$ cat src/rcca_pkg.sv
`timescale 1ns / 1ps
// ----------------------------------------------------------------------------
// rcca_pkg
// Shared types, constants and helpers of the restricted-radix converter.
// ----------------------------------------------------------------------------
package rcca_pkg;

  localparam int MAX_SYMBOLS = 36;
  localparam int VALUE_BITS  = 63;

  localparam int SYM_W  = $clog2(MAX_SYMBOLS + 1);   // symbol index, base, digit
  localparam int CNT_W  = $clog2(VALUE_BITS + 1);    // digit count
  localparam int DIG_AW = $clog2(VALUE_BITS);        // digit store address
  localparam int ITER_W = $clog2(VALUE_BITS);        // divider step counter
  localparam int CHAR_W = 7;
  localparam int CFG_W  = MAX_SYMBOLS;

  localparam logic [5:0]        SYMBOL_COUNT_RESET = 6'd10;
  localparam logic [CHAR_W-1:0] ASCII_ZERO         = 7'h30;
  localparam logic [CHAR_W-1:0] ASCII_UPPER_A      = 7'h41;
  localparam logic [CHAR_W-1:0] DEC_DIGITS         = 7'd10;

  typedef enum logic {
    CFG_SYMBOL_COUNT = 1'b0,
    CFG_BANNED_MASK  = 1'b1
  } cfg_idx_e;

  typedef enum logic [2:0] {
    ST_IDLE,
    ST_SCAN,
    ST_DIV_GO,
    ST_DIV_WAIT,
    ST_FETCH,
    ST_MAP,
    ST_EMIT
  } state_e;

  // Divider start control, driven by the sequencer.
  typedef struct packed {
    logic start;
  } div_ctrl_t;

  function automatic logic [CHAR_W-1:0] glyph_of(input logic [SYM_W-1:0] idx);
    logic [CHAR_W-1:0] wide;
    wide = CHAR_W'(idx);
    if (wide < DEC_DIGITS) begin
      return ASCII_ZERO + wide;
    end
    return ASCII_UPPER_A + wide - DEC_DIGITS;
  endfunction

endpackage

$ cat src/rcca_divider.sv
`timescale 1ns / 1ps
// ----------------------------------------------------------------------------
// rcca_divider
// Restoring radix-2 divider: one quotient bit per cycle, VALUE_BITS steps.
// ----------------------------------------------------------------------------
module rcca_divider
  import rcca_pkg::*;
(
  input  logic                  clk_i,
  input  logic                  rst_ni,
  input  div_ctrl_t             ctrl_i,
  input  logic [VALUE_BITS-1:0] dividend_i,
  input  logic [SYM_W-1:0]      divisor_i,
  output logic                  done_o,
  output logic [VALUE_BITS-1:0] quot_o,
  output logic [SYM_W-1:0]      rem_o
);

  logic                  busy_q;
  logic                  done_q;
  logic [ITER_W-1:0]     iter_q;
  logic [VALUE_BITS-1:0] quo_q, quo_d;
  logic [SYM_W-1:0]      rem_q, rem_d;
  logic [SYM_W:0]        rem_sh;
  logic                  ge;

  always_comb begin
    rem_sh = {rem_q, quo_q[VALUE_BITS-1]};
    ge     = (rem_sh >= {1'b0, divisor_i});
    rem_d  = ge ? SYM_W'(rem_sh - {1'b0, divisor_i}) : SYM_W'(rem_sh);
    quo_d  = {quo_q[VALUE_BITS-2:0], ge};
  end

  always_ff @(posedge clk_i or negedge rst_ni) begin
    if (!rst_ni) begin
      busy_q <= 1'b0;
      done_q <= 1'b0;
      iter_q <= '0;
    end else begin
      done_q <= 1'b0;
      if (ctrl_i.start) begin
        busy_q <= 1'b1;
        iter_q <= ITER_W'(VALUE_BITS - 1);
      end else if (busy_q) begin
        iter_q <= iter_q - 1'b1;
        if (iter_q == '0) begin
          busy_q <= 1'b0;
          done_q <= 1'b1;
        end
      end
    end
  end

  always_ff @(posedge clk_i) begin
    if (ctrl_i.start) begin
      quo_q <= dividend_i;
      rem_q <= '0;
    end else if (busy_q) begin
      quo_q <= quo_d;
      rem_q <= rem_d;
    end
  end

  assign done_o = done_q;
  assign quot_o = quo_q;
  assign rem_o  = rem_q;

endmodule

$ cat src/radix_convert_custom_alphabet_core.sv
// Sequence: a scan over the candidate symbols, then one serial division per
// digit in the divider, then per digit one store read, a symbol lookup over up
// to count candidates and the output of the symbol.
// Throughput: one value at a time; the input is ready only when idle.
// The divider's one-bit-per-cycle loop takes the bulk of the conversion time.
// Reset: symbol_count returns to 10, banned_mask to 0, the sequencer idles.
`timescale 1ns / 1ps
// ----------------------------------------------------------------------------
// radix_convert_custom_alphabet_core
// Writes a value in the radix set by the allowed symbols, MSB digit first.
// ----------------------------------------------------------------------------
module radix_convert_custom_alphabet_core
  import rcca_pkg::*;
(
  input  logic                  clk_i,
  input  logic                  rst_ni,
  input  logic                  cfg_we_i,
  input  logic                  cfg_idx_i,
  input  logic [CFG_W-1:0]      cfg_data_i,
  input  logic                  in_valid_i,
  output logic                  in_ready_o,
  input  logic [VALUE_BITS-1:0] value_i,
  output logic                  out_valid_o,
  input  logic                  out_ready_i,
  output logic [CHAR_W-1:0]     symbol_char_o,
  output logic                  is_last_o,
  output logic                  is_empty_o,
  output logic                  bad_base_o
);

  logic [5:0]       sym_count_q;
  logic [CFG_W-1:0] banned_q;

  state_e state_q, state_d;

  logic [VALUE_BITS-1:0] val_q, val_d;
  logic [SYM_W-1:0]      base_q, base_d;
  logic [SYM_W-1:0]      idx_q, idx_d;       // scan / lookup position
  logic [SYM_W-1:0]      seen_q, seen_d;     // allowed symbols passed in lookup
  logic [CNT_W-1:0]      ndig_q, ndig_d;
  logic [DIG_AW-1:0]     rd_idx_q, rd_idx_d;
  logic                  out_valid_q, out_valid_d;
  logic [CHAR_W-1:0]     sym_q, sym_d;
  logic                  last_q, last_d;
  logic                  empty_q, empty_d;
  logic                  bad_q, bad_d;

  logic [SYM_W-1:0]      cnt_eff;
  logic                  cur_allowed;

  logic [SYM_W-1:0]      dig_mem [VALUE_BITS];
  logic [SYM_W-1:0]      dig_rd_q;
  logic                  mem_we;

  div_ctrl_t             div_ctrl;
  logic                  div_done;
  logic [VALUE_BITS-1:0] div_quot;
  logic [SYM_W-1:0]      div_rem;

  rcca_divider u_div (
    .clk_i      (clk_i),
    .rst_ni     (rst_ni),
    .ctrl_i     (div_ctrl),
    .dividend_i (val_q),
    .divisor_i  (base_q),
    .done_o     (div_done),
    .quot_o     (div_quot),
    .rem_o      (div_rem)
  );

  // Configuration registers.
  always_ff @(posedge clk_i or negedge rst_ni) begin
    if (!rst_ni) begin
      sym_count_q <= SYMBOL_COUNT_RESET;
      banned_q    <= '0;
    end else if (cfg_we_i) begin
      case (cfg_idx_e'(cfg_idx_i))
        CFG_SYMBOL_COUNT: sym_count_q <= cfg_data_i[5:0];
        CFG_BANNED_MASK:  banned_q    <= cfg_data_i;
        default:          sym_count_q <= sym_count_q;
      endcase
    end
  end

  // Saturate the candidate count.
  assign cnt_eff = (sym_count_q > 6'(MAX_SYMBOLS)) ? SYM_W'(MAX_SYMBOLS)
                                                   : SYM_W'(sym_count_q);
  assign cur_allowed = !banned_q[idx_q];

  always_comb begin
    state_d     = state_q;
    val_d       = val_q;
    base_d      = base_q;
    idx_d       = idx_q;
    seen_d      = seen_q;
    ndig_d      = ndig_q;
    rd_idx_d    = rd_idx_q;
    out_valid_d = out_valid_q;
    sym_d       = sym_q;
    last_d      = last_q;
    empty_d     = empty_q;
    bad_d       = bad_q;
    mem_we      = 1'b0;
    div_ctrl    = '0;

    case (state_q)
      ST_IDLE: begin
        if (in_valid_i) begin
          val_d   = value_i;
          base_d  = '0;
          idx_d   = '0;
          state_d = ST_SCAN;
        end
      end
      ST_SCAN: begin
        if (idx_q < cnt_eff) begin
          if (cur_allowed) begin
            base_d = base_q + 1'b1;
          end
          idx_d = idx_q + 1'b1;
        end else if (base_q < SYM_W'(2)) begin
          sym_d       = '0;
          last_d      = 1'b1;
          empty_d     = 1'b0;
          bad_d       = 1'b1;
          out_valid_d = 1'b1;
          state_d     = ST_EMIT;
        end else if (val_q == '0) begin
          sym_d       = '0;
          last_d      = 1'b1;
          empty_d     = 1'b1;
          bad_d       = 1'b0;
          out_valid_d = 1'b1;
          state_d     = ST_EMIT;
        end else begin
          ndig_d  = '0;
          state_d = ST_DIV_GO;
        end
      end
      ST_DIV_GO: begin
        div_ctrl.start = 1'b1;
        state_d        = ST_DIV_WAIT;
      end
      ST_DIV_WAIT: begin
        if (div_done) begin
          mem_we = 1'b1;
          val_d  = div_quot;
          ndig_d = ndig_q + 1'b1;
          if (div_quot == '0) begin
            rd_idx_d = ndig_q[DIG_AW-1:0];
            state_d  = ST_FETCH;
          end else begin
            state_d = ST_DIV_GO;
          end
        end
      end
      ST_FETCH: begin
        // dig_rd_q picks up the stored digit at the end of this cycle
        idx_d   = '0;
        seen_d  = '0;
        state_d = ST_MAP;
      end
      ST_MAP: begin
        if (cur_allowed && seen_q == dig_rd_q) begin
          sym_d       = glyph_of(idx_q);
          last_d      = (rd_idx_q == '0);
          empty_d     = 1'b0;
          bad_d       = 1'b0;
          out_valid_d = 1'b1;
          state_d     = ST_EMIT;
        end else begin
          if (cur_allowed) begin
            seen_d = seen_q + 1'b1;
          end
          idx_d = idx_q + 1'b1;
        end
      end
      ST_EMIT: begin
        if (out_ready_i) begin
          out_valid_d = 1'b0;
          if (last_q) begin
            state_d = ST_IDLE;
          end else begin
            rd_idx_d = rd_idx_q - 1'b1;
            state_d  = ST_FETCH;
          end
        end
      end
      default: begin
        state_d = ST_IDLE;
      end
    endcase
  end

  always_ff @(posedge clk_i or negedge rst_ni) begin
    if (!rst_ni) begin
      state_q     <= ST_IDLE;
      out_valid_q <= 1'b0;
    end else begin
      state_q     <= state_d;
      out_valid_q <= out_valid_d;
    end
  end

  always_ff @(posedge clk_i) begin
    val_q    <= val_d;
    base_q   <= base_d;
    idx_q    <= idx_d;
    seen_q   <= seen_d;
    ndig_q   <= ndig_d;
    rd_idx_q <= rd_idx_d;
    sym_q    <= sym_d;
    last_q   <= last_d;
    empty_q  <= empty_d;
    bad_q    <= bad_d;
  end

  // Digit store: written least significant first, read back in reverse.
  always_ff @(posedge clk_i) begin
    if (mem_we) begin
      dig_mem[ndig_q[DIG_AW-1:0]] <= div_rem;
    end
    dig_rd_q <= dig_mem[rd_idx_q];
  end

  assign in_ready_o    = (state_q == ST_IDLE);
  assign out_valid_o   = out_valid_q;
  assign symbol_char_o = sym_q;
  assign is_last_o     = last_q;
  assign is_empty_o    = empty_q;
  assign bad_base_o    = bad_q;

endmodule

$ cat config.mk
export PLATFORM = sky130hd
export DESIGN_NAME = radix_convert_custom_alphabet_core
export DESIGN_NICKNAME = d
export VERILOG_FILES = /design/src/rcca_pkg.sv /design/src/rcca_divider.sv /design/src/radix_convert_custom_alphabet_core.sv
export SDC_FILE = /design/constraint.sdc
export NUM_CORES = 1
export LEC_CHECK = 0
export BUFFER_PORTS_ARGS = -buffer_cell sky130_fd_sc_hd__buf_4
export CORE_MARGIN = 5
export CORE_UTILIZATION = 50
export DETAILED_ROUTE_END_ITERATION = 16
export GPL_TIMING_DRIVEN = 0
export PLACE_DENSITY = 0.72
export SLEW_MARGIN = 20
export SYNTH_ARGS = -nofsm -noshare
export SYNTH_HDL_FRONTEND = slang
export SYNTH_SLANG_ARGS = --single-unit
$ cat constraint.sdc
create_clock -name clk_i -period 3 [get_ports clk_i]
set_clock_uncertainty 0.15 [all_clocks]
set_input_delay 0.3 -clock clk_i [delete_from_list [all_inputs] [get_ports clk_i]]
set_output_delay 0.3 -clock clk_i [all_outputs]
set_load 0.02 [all_outputs]
=== Yosys cells after proc, flatten, opt, wreduce, memory -nomap -nowiden ===
Memory sizes are Yosys's and may differ from the RTL's. A register that Yosys moved wholly into a read port is not among the register bits.
Cells that the tools add are included.

* Flip-flop bits (word level): 226
* Bits in writable memories: 378
* Bits of input ports: 105
* Output and inout port bits: 12
* Logic and storage cells: 163
* Memories: 1

* $add $sub $neg: 10
* Magnitude comparators: 6
* Eq/ne operators: 21
* Multiplexer cells: 78
* Bitwise logic cells: 1
* Reductions and logical operators: 27

{| class="wikitable"
|+ Memory list
! memory !! depth !! width !! rd ports !! clocked after Yosys merged registers in !! write ports !! line !! RTL
|-
| dig_mem || 63 || 6 || 1 || 1 || 1 || radix_convert_custom_alphabet_core.sv:51 || <nowiki>logic [SYM_W-1:0] dig_mem [VALUE_BITS];</nowiki>
|}

{| class="wikitable"
|+ Operators with widths
! cell !! count
|-
| $mux 63 || 4
|-
| $logic_not 63->1 || 2
|-
| $pmux 63 s2 || 1
|-
| $mux 6 || 19
|-
| $pmux 6 s2 || 4
|-
| $mux 7 || 6
|-
| $mux 1 || 27
|-
| $mux 3 || 9
|-
| $add 6x1->6 const B || 4
|-
| $ne 2x2->1 const B || 12
|-
| $pmux 6 s4 || 1
|-
| $pmux 3 s7 || 1
|-
| $reduce_and 5->1 || 4
|-
| $pmux 7 s2 || 1
|-
| $reduce_bool 2->1 || 7
|-
| $logic_not 6->1 || 2
|-
| $reduce_and 4->1 || 3
|-
| $sub 6x1->6 const B || 2
|-
| $eq 3x3->1 const B || 3
|-
| $add 6x6->7 const A || 1
|-
| $add 7x6->7 const A || 1
|-
| $ge 7x6->1 || 1
|-
| $lt 6x7->1 const B || 1
|-
| $sub 7x4->7 const B || 1
|-
| other kinds (21) || 26
|}

=== Logic depth before layout (Yosys ltp) ===
* Depth in word-level cells: 9
* Gate-level depth with buffers: 9
* Depth with buffers taken out: 9

=== Cells and area by module ===
From an unflattened synthesis, not the netlist that was laid out.

* Cells, all modules: 1628
* Area total of the unflattened synthesis: 25914.9 um^2

{| class="wikitable"
|+ Modules (own cells, without submodules)
! module !! times used !! cells an instance !! area each (um^2) !! sequential area each (um^2)
|-
| radix_convert_custom_alphabet_core || 1 || 1382 || 22308.9 || 15717.6
|-
| rcca_divider || 1 || 246 || 3606.0 || 2212.1
|}

=== Worst setup path before layout ===
No wires, ideal clock.

* Path kind: flip-flop to flip-flop
* From: register state_q[2]
* To: register val_q[0] (enable)
* Setup time: 0.422 ns
* Arrival: 2.613 ns
* Data required time: 2.428 ns
* Path slack: -0.186 ns
* Cell stages (with the launch flop): 5
* Path buffers: 1
* Period minus slack after synthesis: 3.186 ns
* Cells stage by stage: dfrtp_1 > buf_2 > nor3_1 > nand2_1 > nand2_1

* Word-level cells in the longest chain between the ends: 3
* Elaborated cells on any way between the ends: 6
* Those cells by class: 3 x eq/ne; 3 x reduce/logical

{| class="wikitable"
|+ RTL lines
! item !! line !! RTL
|-
| start, declared || radix_convert_custom_alphabet_core.sv:34 || <nowiki>state_e state_q, state_d;</nowiki>
|-
| start signal, assigned || radix_convert_custom_alphabet_core.sv:200 || <nowiki>state_q <= state_d;</nowiki>
|-
| $logic_not 3->1 * || n/a ||
|-
| via in_ready_o || radix_convert_custom_alphabet_core.sv:21 || <nowiki>output logic in_ready_o,</nowiki>
|-
| $ne 2x2->1 (no source line) or $reduce_bool 2->1 (tied branches) || n/a ||
|-
| $reduce_and 3->1 (no source line) * || n/a ||
|-
| end signal, assigned || radix_convert_custom_alphabet_core.sv:206 || <nowiki>val_q <= val_d;</nowiki>
|-
| end, declared || radix_convert_custom_alphabet_core.sv:36 || <nowiki>logic [VALUE_BITS-1:0] val_q, val_d;</nowiki>
|}

Mark *: on every way through the listed nets, which the timed path passes. The rest lies on a longest branch.
A chain may end at the register's enable or synchronous reset.

=== Final worst setup path ===
* From: register state_q[0]
* To: memory dig_mem[49][4] (netlist name) (enable)

* Word-level cells in the longest chain between the ends: 4

{| class="wikitable"
|+ RTL lines
! item !! line !! RTL
|-
| $eq 3x2->1 || radix_convert_custom_alphabet_core.sv:106 || <nowiki>case (state_q)</nowiki>
|-
| $mux 1 || radix_convert_custom_alphabet_core.sv:106 ||
|-
| $mux 1 || radix_convert_custom_alphabet_core.sv:220 || <nowiki>if (mem_we) begin</nowiki>
|-
| $mux 1 (not written as such) || radix_convert_custom_alphabet_core.sv:221 || <nowiki>dig_mem[ndig_q[DIG_AW-1:0]] <= div_rem;</nowiki>
|-
| end, declared || radix_convert_custom_alphabet_core.sv:51 ||
|}

Every way passes these cells.

==> flow_summary.yaml <==
outcome:
  outcome: "complete, but fails checks"
  failed_checks: "setup timing"
clock_tree:
  cts_tree: "yes"
  numClockSinks: 610
  cts.reportedPaths.clkPinSlew_ns: 0.06
  cts.path.max_buffers: 3
  cts_max_level: 2
  clk_latency_ns: 0.62
  cts_made_buffers: 60
  cts_root_buf: "clkbuf_16"
setup_path:
  crit_buf_inv: 1
  worst-setup-path-type: "flop to flop"
  crit_fanout: 7
  r2r_start: "state_q[0]"
  required_ns: 3.11
  worstPathArrival_ns: 3.16
  worstPathCellList: "nand2_1 -> nor2_1 -> nand2_1 -> or4b_2 -> clkbuf_1 -> nor2_2"
  cp_common_cell: "nand2_1"
  crit_path_max_incr_delay_ns: 0.67
  cp-end-kind: "flop"
  r2r_cells: 6
  worstSetupStartpoint: "state_q[0]"
  cp_slowest_cell: "or4b_2"
  start_kind: "flop"
  crit_family: "simple AND/OR/NAND/NOR gates"
  cp.depth: 6
logic_synthesis:
  synth_fp_nets: 1834
  avgSynthCellArea_um2: 15.1
  ys_seq_elements: 610
  synthFlopType: "edfxtp_1"
  synth_area_um2: 25800
  synth_cells: 1706
  ys_async_sr_fraction_pct: 8.85
  ys.warnings.count: 0
  synth_cell_type_count: 65
  netlist.area_leader.share_pct: 63.3
  yosys.area.top_type: "edfxtp_1"
  synth_edf_count: 544
  synthTopCellsByArea: "edfxtp_1, mux4_2, nand2_1"
  ys_seq_area_share_pct: 69.4
drt:
  ant_nets: 0
  vias_per_cell: 5.79
  num_vias: 15800
  drt_iter0_markers: 1745
  wirelength_mm: 61.5
  post-route-drc-count: 0
  firstDrtPassIters: 8
  routedWlPerCell_um: 22.6
final_layout:
  final_util_pct: 60.6
  fin_cells: 2726
  drive_gt1_share_pct: 24.3
  n_fill_cell: 3608
  nNetsFinal: 2123
  layout_commonest_cell: "edfxtp_1"
  areaGrowthSynthToFinish_pct: 20.2
  mostFrequentLayoutCells: "edfxtp_1, nand2_1, mux4_2"
pwr:
  clkPwrFrac_pct: 43.9
  intPower_uw: 13900
  finalPower_uw: 17200
  power.share.combinational_pct: 2.5
  vdd_drop_max_mv: 0.446
  p_sw_uw: 3360
  power_frac_seq_pct: 53.7
  swShare_pct: 19.5
  leakage_uw: 0.0102
  cellPowerDensity_nw_per_um2: 555
floorplanning:
  die_h_um: 237
  die-area_um2: 56300
  initial_core_util_pct: 50.4
  die_w_um: 237
  ios: 117
  fp.coreArea_um2: 51200
  row_count: 83
timing:
  worst-slew-pin-transition_ns: 1.09
  fin_tns_setup_ns: -0.285
  drv_slew: 0
  setup_slack_ns: -0.0529
  fin_crit_sh_pct: 102
  max-slew-margin-rel_pct: 27.4
  period_needed_ns: 3.05
  rsz0062_at_grt: "yes"
  setup_viol: 6
  hold_viol: 0
  fmax_mhz: 328
hold_path:
  min_from: "cfg_idx_i"
  hold_path.class: "primary input to flop"
  whs_path_depth: 5
placed_design:
  port_buffers: 116
  dp_hpwl_mm: 39.6
  place_worst_setup_slack_ns: -0.406
  place_congestion: 0.837
  dpl.cell_count: 2509
global_route:
  grt_start_max_net_pins: 67
  grt_usage_pct: 21.5
  grt_remaining_overflow: 0
  grt_first_pass_wirelength_mm: 93.2
  antenna_found_initial: 3
  grt_pass1_vias: 15800
run:
  max_cap_violations: 0
## per-stage QoR
stage,area (um2),hold WS (ns)
floorplan,25800,-0.146
global placement,27600,0.239
detailed placement,27700,0.254
CTS,30900,0.0355
global route,31000,0.113
finish,31000,0.0702
## cell type report
cell class                      count  area, um2  share of cell area (%)
Antenna cell                        1       2.50                 0.00806
Buffer                             92        427                    1.37
Clock buffer                       83       1670                    5.37
Clock inverter                     29        313                    1.01
Inverter                           22       82.6                   0.266
Multi-Input combinational cell    981       7690                    24.8
Sequential cell                   610      17900                    57.8
Tap cell                          680        851                    2.74
Timing Repair Buffer              228       2070                    6.67
## registers in the layout (all words and copies together) (netlist names), 7 cells and up
name / flops
symbol_char_o: 7
banned_q: 36
dig_mem: 378
val_q: 63
u_div.quot_o: 63
## kinds of logic after synthesis
group	share of synthesized area [%]
XOR/XNOR	1.22
flip-flops	69.4
AND/OR/NAND/NOR	10.8
multiplexers	13.5
buffers and inverters	1.86
AO/OA/AOI/OAI	2.00
adder cells (fa/ha/maj)	1.14
## what timing repair did
item                       in CTS  in global routing
hold endpoints to repair      159                  0
hold buffers                  101                  0
pin swaps                       0                  3
gates cloned                    0                  0
buffers inserted                3                  1
setup endpoints to repair     255                281
resized for setup              48                 42
## Yosys cell counts, types with 9 or more instances
library cell  instances
nand2_1             428
nor4_1               35
nand3_1              13
nor2_1              110
mux4_2              128
a21oi_1              12
nor3_1                9
mux2_2               45
xor2_1               11
ha_1                 22
nand4_1              12
edfxtp_1            544
xnor2_1              25
inv_1                22
clkbuf_1             65
o21ai_0              29
mux2i_1              10
dfrtp_1              52
dfxtp_1              12
buf_2                12
buf_1                11
## worst paths after layout
| check | endpoint | slack (ns) |
|---|---|---|
| setup / recovery | dig_mem[49][4] | -0.05 |
| hold / removal | sym_count_q[5] | 0.07 |
| setup reg to reg | dig_mem[49][4] | -0.05 |
| hold reg to reg | banned_q[35] | 0.35 |
| max in group asynchronous | banned_q[31] | 2.05 |
| min in group asynchronous | state_q[1] | 0.17 |
## power by group through the flow
stage                     combinational, uW  sequential [uW]  clock (uW)
after floorplan                         149             9410           0
after detailed placement                309             9430           0
after global routing                    458             9250        8030
after CTS                               418             9250        7650
final                                   424             9250        7560
after global placement                  299             9420           0
## worst min-delay path: cells and delay by family
| kind | cells | cell delay [ns] |
|---|---|---|
| buffers and inverters | 2 | 0.26 |
| and+or+nand+nor | 2 | 0.13 |
| AOI/OAI and AO/OA | 1 | 0.08 |
## per-layer routing
metal	up-vias	wire length, um	GRT usage (%)	part of all wire [%]
li1	6971	-	-	-
met1	7864	24000	29.4	39
met2	781	29600	34.2	48
met3	152	5640	5.09	9.2
met4	4	2230	7.98	3.6
met5	-	26	0	0.042
Power figures use the tool's default switching activity.
